**src/sv/wsh_pkg.sv**
```systemverilog
package wsh_pkg;

  // Stack geometry
  localparam int MAX_WINDOWS = 16;
  localparam int COORD_BITS  = 12;

  // Fixed field widths of the ports
  localparam int SLOT_W   = 5;
  localparam int ID_OUT_W = 5;
  localparam int CNT_W    = 5;
  localparam int APB_AW   = 3;
  localparam int APB_DW   = 32;

  // Position and window number width, wide enough to hold MAX_WINDOWS
  localparam int POS_W = $clog2(MAX_WINDOWS + 1);

  // Item command codes
  localparam logic CMD_LOAD  = 1'b0;
  localparam logic CMD_CLICK = 1'b1;

  // Register index of window_count
  localparam logic REG_WINDOW_COUNT = 1'b0;

  typedef logic [COORD_BITS-1:0] coord_t;
  typedef logic [POS_W-1:0]      pos_t;

  typedef struct packed {
    coord_t left;
    coord_t bottom;
    coord_t right;
    coord_t top;
  } rect_t;

  // Commands from the controller to the datapath
  typedef struct packed {
    logic load_we;
    logic point_we;
    logic search_en;
    logic shift_en;
  } wsh_cmd_t;

  // Controller states, one-hot
  typedef enum logic [2:0] {
    ST_IDLE   = 3'b001,
    ST_SEARCH = 3'b010,
    ST_SHIFT  = 3'b100
  } wsh_state_e;

endpackage

```
**src/sv/wsh_dp.sv**
```systemverilog
module wsh_dp (
  input  logic                           clk_i,
  input  logic                           rst_ni,
  input  wsh_pkg::wsh_cmd_t              cmd_i,
  input  logic [wsh_pkg::CNT_W-1:0]      window_count_i,
  input  logic [wsh_pkg::SLOT_W-1:0]     slot_i,
  input  wsh_pkg::coord_t                left_i,
  input  wsh_pkg::coord_t                bottom_i,
  input  wsh_pkg::coord_t                right_i,
  input  wsh_pkg::coord_t                top_i,
  input  wsh_pkg::coord_t                point_x_i,
  input  wsh_pkg::coord_t                point_y_i,
  output logic                           hit_o,
  output logic [wsh_pkg::ID_OUT_W-1:0]   window_id_o
);
  import wsh_pkg::*;

  rect_t  rect_q [1:MAX_WINDOWS];
  pos_t   id_q   [1:MAX_WINDOWS];
  coord_t px_q, py_q;
  logic   found_q, found_d;
  pos_t   pos_q, pos_d;
  pos_t   n_top;
  logic   slot_ok;
  rect_t  load_rect;
  rect_t  saved_rect;
  pos_t   saved_id;
  logic   [MAX_WINDOWS:1] match;
  logic   hit_q;
  logic   [ID_OUT_W-1:0] win_id_q;

  // Top of the stack, saturated at the stack depth
  always_comb begin
    if (int'(window_count_i) > MAX_WINDOWS) begin
      n_top = POS_W'(MAX_WINDOWS);
    end else begin
      n_top = POS_W'(window_count_i);
    end
  end

  assign slot_ok   = (int'(slot_i) >= 1) && (int'(slot_i) <= MAX_WINDOWS);
  assign load_rect = '{left: left_i, bottom: bottom_i, right: right_i, top: top_i};

  // Capture the click point
  always_ff @(posedge clk_i) begin
    if (cmd_i.point_we) begin
      px_q <= point_x_i;
      py_q <= point_y_i;
    end
  end

  // Compare every position in use against the point, edges inclusive
  always_comb begin
    for (int p = 1; p <= MAX_WINDOWS; p++) begin
      match[p] = (p <= int'(n_top))
              && (px_q >= rect_q[p].left)   && (px_q <= rect_q[p].right)
              && (py_q >= rect_q[p].bottom) && (py_q <= rect_q[p].top);
    end
  end

  // Pick the highest matching position
  always_comb begin
    found_d = 1'b0;
    pos_d   = '0;
    for (int p = 1; p <= MAX_WINDOWS; p++) begin
      if (match[p]) begin
        found_d = 1'b1;
        pos_d   = POS_W'(p);
      end
    end
  end

  always_ff @(posedge clk_i or negedge rst_ni) begin
    if (!rst_ni) begin
      found_q <= 1'b0;
    end else if (cmd_i.search_en) begin
      found_q <= found_d;
    end
  end

  always_ff @(posedge clk_i) begin
    if (cmd_i.search_en) begin
      pos_q <= pos_d;
    end
  end

  // Entry that moves to the top
  assign saved_rect = rect_q[pos_q];
  assign saved_id   = id_q[pos_q];

  // Per-position storage: load, shift down, or take the moved entry
  for (genvar k = 1; k <= MAX_WINDOWS; k++) begin : g_entry
    rect_t rect_d;
    pos_t  id_d;
    rect_t upper_rect;
    pos_t  upper_id;

    if (k < MAX_WINDOWS) begin : g_upper
      assign upper_rect = rect_q[k+1];
      assign upper_id   = id_q[k+1];
    end else begin : g_last
      assign upper_rect = rect_q[k];
      assign upper_id   = id_q[k];
    end

    always_comb begin
      rect_d = rect_q[k];
      id_d   = id_q[k];
      priority if (cmd_i.load_we && slot_ok && (int'(slot_i) == k)) begin
        rect_d = load_rect;
        id_d   = POS_W'(k);
      end else if (cmd_i.shift_en && found_q && (k == int'(n_top))) begin
        rect_d = saved_rect;
        id_d   = saved_id;
      end else if (cmd_i.shift_en && found_q && (k >= int'(pos_q)) && (k < int'(n_top))) begin
        rect_d = upper_rect;
        id_d   = upper_id;
      end else begin
        rect_d = rect_q[k];
        id_d   = id_q[k];
      end
    end

    always_ff @(posedge clk_i) begin
      rect_q[k] <= rect_d;
    end

    always_ff @(posedge clk_i or negedge rst_ni) begin
      if (!rst_ni) begin
        id_q[k] <= POS_W'(k);
      end else begin
        id_q[k] <= id_d;
      end
    end
  end

  // Result register
  always_ff @(posedge clk_i) begin
    if (cmd_i.shift_en) begin
      hit_q    <= found_q;
      win_id_q <= found_q ? ID_OUT_W'(saved_id) : '0;
    end
  end

  assign hit_o       = hit_q;
  assign window_id_o = win_id_q;

endmodule

```
**config.mk**
```make
export PLATFORM = sky130hd
export DESIGN_NAME = wsh_dp
export DESIGN_NICKNAME = d
export VERILOG_FILES = /design/src/sv/wsh_pkg.sv /design/src/sv/wsh_dp.sv
export SDC_FILE = /design/constraint.sdc
export NUM_CORES = 2
export LEC_CHECK = 0
export ABC_CLOCK_PERIOD_IN_PS = 10900
export BUFFER_PORTS_ARGS = -buffer_cell sky130_fd_sc_hd__buf_2
export CAP_MARGIN = 20
export CORE_ASPECT_RATIO = 1.75
export CORE_MARGIN = 5
export CORE_UTILIZATION = 43
export DETAILED_ROUTE_END_ITERATION = 8
export HOLD_SLACK_MARGIN = 0.02
export PLACE_DENSITY = 0.55
export REMOVE_ABC_BUFFERS = 1
export SLEW_MARGIN = 15
export SYNTH_ARGS = -nofsm -noshare
export SYNTH_HDL_FRONTEND = slang
export SYNTH_SLANG_ARGS = --single-unit
```
**constraint.sdc**
```tcl
create_clock -name clk_i -period 10.9 [get_ports clk_i]
set_input_delay 2.725 -clock clk_i [delete_from_list [all_inputs] [get_ports clk_i]]
set_output_delay 2.725 -clock clk_i [all_outputs]
set_load 0.1 [all_outputs]
```
==> flow_results.xml <==
<?xml version="1.0" encoding="UTF-8"?>
<metrics>
  <group name="status">
    <metric name="status" unit="">finished clean</metric>
  </group>
  <group name="worst_setup_path">
    <metric name="critical-path-max-stage-delay" unit="ns">0.76</metric>
    <metric name="nature_of_the_critical_path_endpoint" unit="">flop</metric>
    <metric name="timing.reg2reg.worst_path_depth" unit="">12</metric>
    <metric name="worst-path-max-fanout" unit="">62</metric>
    <metric name="worst_setup_path_start_kind" unit="">input port</metric>
    <metric name="critical-path-slowest-cell" unit="">sky130_fd_sc_hd__or3_4</metric>
    <metric name="critPathArrivalTime" unit="ns">6.06</metric>
    <metric name="critical_path_required" unit="ns">11.24</metric>
    <metric name="critPathKind" unit="">in2reg</metric>
    <metric name="timing.critical_path.cells" unit="">buf_2, nand2_1, nor2_1, nand3b_1, or3_4, and2_1, nand2_4, buf_4</metric>
  </group>
  <group name="clocking">
    <metric name="post_cts.resized_instances" unit="">0</metric>
    <metric name="cts_num_sinks" unit="">889</metric>
    <metric name="clock-root-buffer" unit="">sky130_fd_sc_hd__clkbuf_16</metric>
    <metric name="cts_buffers" unit="">95</metric>
    <metric name="post_cts_buffers" unit="">0</metric>
    <metric name="cts.htree.levels" unit="">3</metric>
    <metric name="cts_hold_repair.buffers" unit="">0</metric>
    <metric name="cts_max_path_buffers" unit="">3</metric>
    <metric name="tritoncts_clock_tree" unit="">yes</metric>
    <metric name="clkSlewWorstSetupHoldPaths" unit="ns">0.07</metric>
    <metric name="clk-insertion-delay-late" unit="ns">0.73</metric>
  </group>
  <group name="final_layout">
    <metric name="layout.nets" unit="">8535</metric>
    <metric name="layout-drive-gt1-share" unit="%">9.61</metric>
    <metric name="final_cell_count_no_fill" unit="">9974</metric>
    <metric name="layout.cells.most_common" unit="">sky130_fd_sc_hd__a21oi_1</metric>
    <metric name="layout.cells.most_common_list" unit="">sky130_fd_sc_hd__a21oi_1 (1091), sky130_fd_sc_hd__nor2_1 (984), sky130_fd_sc_hd__nand2_1 (902)</metric>
    <metric name="flow.area_growth_from_synthesis" unit="%">7.62</metric>
    <metric name="n_fill_cell" unit="">15500</metric>
  </group>
  <group name="global_route">
    <metric name="grt_overflow_total" unit="">0</metric>
    <metric name="grt_pass1_wl" unit="mm">436</metric>
    <metric name="antenna_violations_before_repair" unit="">31</metric>
    <metric name="grt_start_max_net_pins" unit="">108</metric>
    <metric name="globalRouteTotalUtil" unit="%">35.4</metric>
    <metric name="grt_pass1_vias" unit="">59500</metric>
  </group>
  <group name="routing">
    <metric name="remaining_number_of_nets_flagged_by_the_antenna_check_after_routing" unit="">0</metric>
    <metric name="remaining_drc_errors" unit="">0</metric>
    <metric name="via_count" unit="">61300</metric>
    <metric name="first_iter_violations" unit="">7152</metric>
    <metric name="detail_route.first_pass.iterations" unit="">7</metric>
    <metric name="drt_wl_total" unit="mm">311</metric>
    <metric name="routedWlPerCell" unit="um">31.2</metric>
    <metric name="detail_route.vias_per_cell" unit="">6.14</metric>
  </group>
  <group name="sta">
    <metric name="worst_slack" unit="ns">5.18</metric>
    <metric name="setup_viol_count_final" unit="">0</metric>
    <metric name="clock_skew" unit="ns">0.0430</metric>
    <metric name="tns" unit="ns">0</metric>
    <metric name="fin_hold_ws" unit="ns">0.520</metric>
    <metric name="grt_setup_unrepaired" unit="">false</metric>
    <metric name="final_hold_viol_count" unit="">0</metric>
    <metric name="timing.final.crit_period" unit="ns">5.72</metric>
    <metric name="post-route-period-util" unit="%">52.5</metric>
    <metric name="fmaxAchievable" unit="GHz">0.175</metric>
    <metric name="actual_transition_at_the_worst_max_transition_pin" unit="ns">1.23</metric>
    <metric name="maxSlewViolCount" unit="">0</metric>
    <metric name="relSlewSlack" unit="%">17.3</metric>
  </group>
  <group name="placed_design">
    <metric name="post-dp-hpwl" unit="mm">217</metric>
    <metric name="port_buffers" unit="">93</metric>
    <metric name="gpl.final_weighted_congestion" unit="">1.01</metric>
    <metric name="place.detailed.instances" unit="">9756</metric>
    <metric name="detailedPlace.worstSlack" unit="ns">4.38</metric>
  </group>
  <group name="power_and_ir_drop">
    <metric name="cellPowerDensity" unit="nW/um^2">176</metric>
    <metric name="static-leakage-power" unit="nW">30.5</metric>
    <metric name="fin_total_pwr" unit="mW">13.3</metric>
    <metric name="vdd_drop_max" unit="uV">125</metric>
  </group>
  <group name="yosys">
    <metric name="compound_gate_fraction_of_synth_area" unit="%">18.2</metric>
    <metric name="post_synth_cell_types" unit="">74</metric>
    <metric name="synth_warnings" unit="">0</metric>
    <metric name="synth_top_flop_cell" unit="">sky130_fd_sc_hd__edfxtp_1</metric>
    <metric name="ys_seq_elements" unit="">889</metric>
    <metric name="syn-mean-instance-area" unit="um^2">8.84</metric>
    <metric name="yosys.area_share.simple" unit="%">13.4</metric>
    <metric name="synth-seq-area-share" unit="%">37.5</metric>
    <metric name="post_synth_fa_ha_maj_area_fraction" unit="%">13.7</metric>
    <metric name="synth_async_sr_flop_share" unit="%">9.11</metric>
    <metric name="synth.area.mux_share" unit="%">9.65</metric>
    <metric name="synth.cell_area" unit="um^2">70100</metric>
    <metric name="synth_cells" unit="">7936</metric>
    <metric name="combinational_family_with_the_most_area_after_synthesis" unit="">compound AO/OA/AOI/OAI gates</metric>
    <metric name="synth-edff-count" unit="">803</metric>
    <metric name="synth_xor_area_share" unit="%">0</metric>
  </group>
  <group name="min_path">
    <metric name="hold_class" unit="">reg2reg</metric>
    <metric name="worst_hold_path.num_cells" unit="">2</metric>
  </group>
  <group name="floorplanning">
    <metric name="chipWidth" unit="um">315</metric>
    <metric name="floorplan.core_area" unit="um^2">163000</metric>
    <metric name="initial_utilization" unit="%">43.1</metric>
    <metric name="dieHeight" unit="um">544</metric>
    <metric name="pin_count" unit="">94</metric>
    <metric name="die-area" unit="um^2">172000</metric>
    <metric name="std_cell_rows" unit="">196</metric>
  </group>
  <group name="job">
    <metric name="timing.max_cap.violations" unit="">0</metric>
  </group>
</metrics>
[sequential cells by signal (all words and copies together) (netlist names), named ones only]
name,count
hit_o,1
g_entry.upper_id,75
py_q,12
found_q,1
id_q,5
window_id_o,5
pos_q,5
px_q,12
rect_q,768
[per-stage QoR]
step / cell area (um^2) / utilization [%]
after global routing: 75500 / 46.4
after global placement: 72200 / 44.4
after detailed placement: 72300 / 44.4
final: 75500 / 46.4
after CTS: 75400 / 46.4
after floorplan: 67600 / -
[Yosys cell counts, drive strengths merged (6+ instances only)]
cell type,number,area [um^2]
ha,768,9610
dfstp,33,867
a31oi,28,175
a221o,10,100
mux2,16,180
edfxtp,803,24100
a2111oi,20,175
nor2b,52,325
a21oi,1091,5460
o21a,22,165
a221oi,6,52.6
nor4,12,75.1
and2,7,43.8
dfrtp,48,1200
o211ai,37,278
inv,731,2740
and3,17,106
nand4,95,594
buf,189,1050
a22oi,11,116
clkbuf,389,1460
nor3,37,190
a21o,74,556
a211o,28,245
nand3,72,360
o2111ai,8,70.1
nor2,996,3740
nand2,918,3450
a211oi,52,390
or3,13,81.3
o22ai,8,50.1
mux2i,121,1810
nand2b,35,219
o21ai,872,4360
mux4,212,4770
or2,6,37.5
o31ai,8,60.1
o221ai,16,140
and4,11,96.3
[layout make-up]
cell class	count	area (um^2)	share of cell area, %
multi-input combinational	5737	39000	51.7
clock buffer	116	2500	3.31
tap	2178	2730	3.61
sequential	889	26300	34.8
timing repair buffer	224	1510	2.00
clock inverter	61	598	0.792
antenna	37	92.6	0.123
inverter	732	2750	3.64
[layer usage]
layer  up-vias  track usage (%)  routed length (um)
met3      1056             5.66               21700
met2      3009             60.2              149000
li1      27700                -                   -
met5         -                0                 134
met4        20             32.9               37200
met1     29500             37.4              103000
[worst paths after layout]
path,from,slack (ns),end
worst max-delay path,cmd_i[0],5.18,rect_q[6][38]
worst min-delay path,g_entry[5].upper_id[2],0.52,g_entry[5].upper_id[2]
worst max register to register,px_q[0],5.37,pos_q[1]
worst min register to register,g_entry[5].upper_id[2],0.52,g_entry[5].upper_id[2]
max in group asynchronous,rst_ni,7.84,g_entry[10].upper_id[4]
min in group asynchronous,rst_ni,1.83,g_entry[1].upper_id[4]
[where the power goes]
group	total (mW)	internal, mW	switching [mW]
clock	3.47	1.89	1.57
combinational	4.95	1.71	3.24
sequential	4.90	4.37	0.527
total	13.3	7.97	5.34
[worst max-delay path, delay by kind of cell]
family                 cells  cell delay, ns
buffers and inverters      2            0.89
and+or+nand+nor            6            2.35
[cell families after synthesis]
family,Yosys count
AOI/OAI and AO/OA,2334
adders and majority gates,768
buffers and inverters,1310
DFF,889
muxes,349
and+or+nand+nor,2286
(Power assumes the default switching activity.)
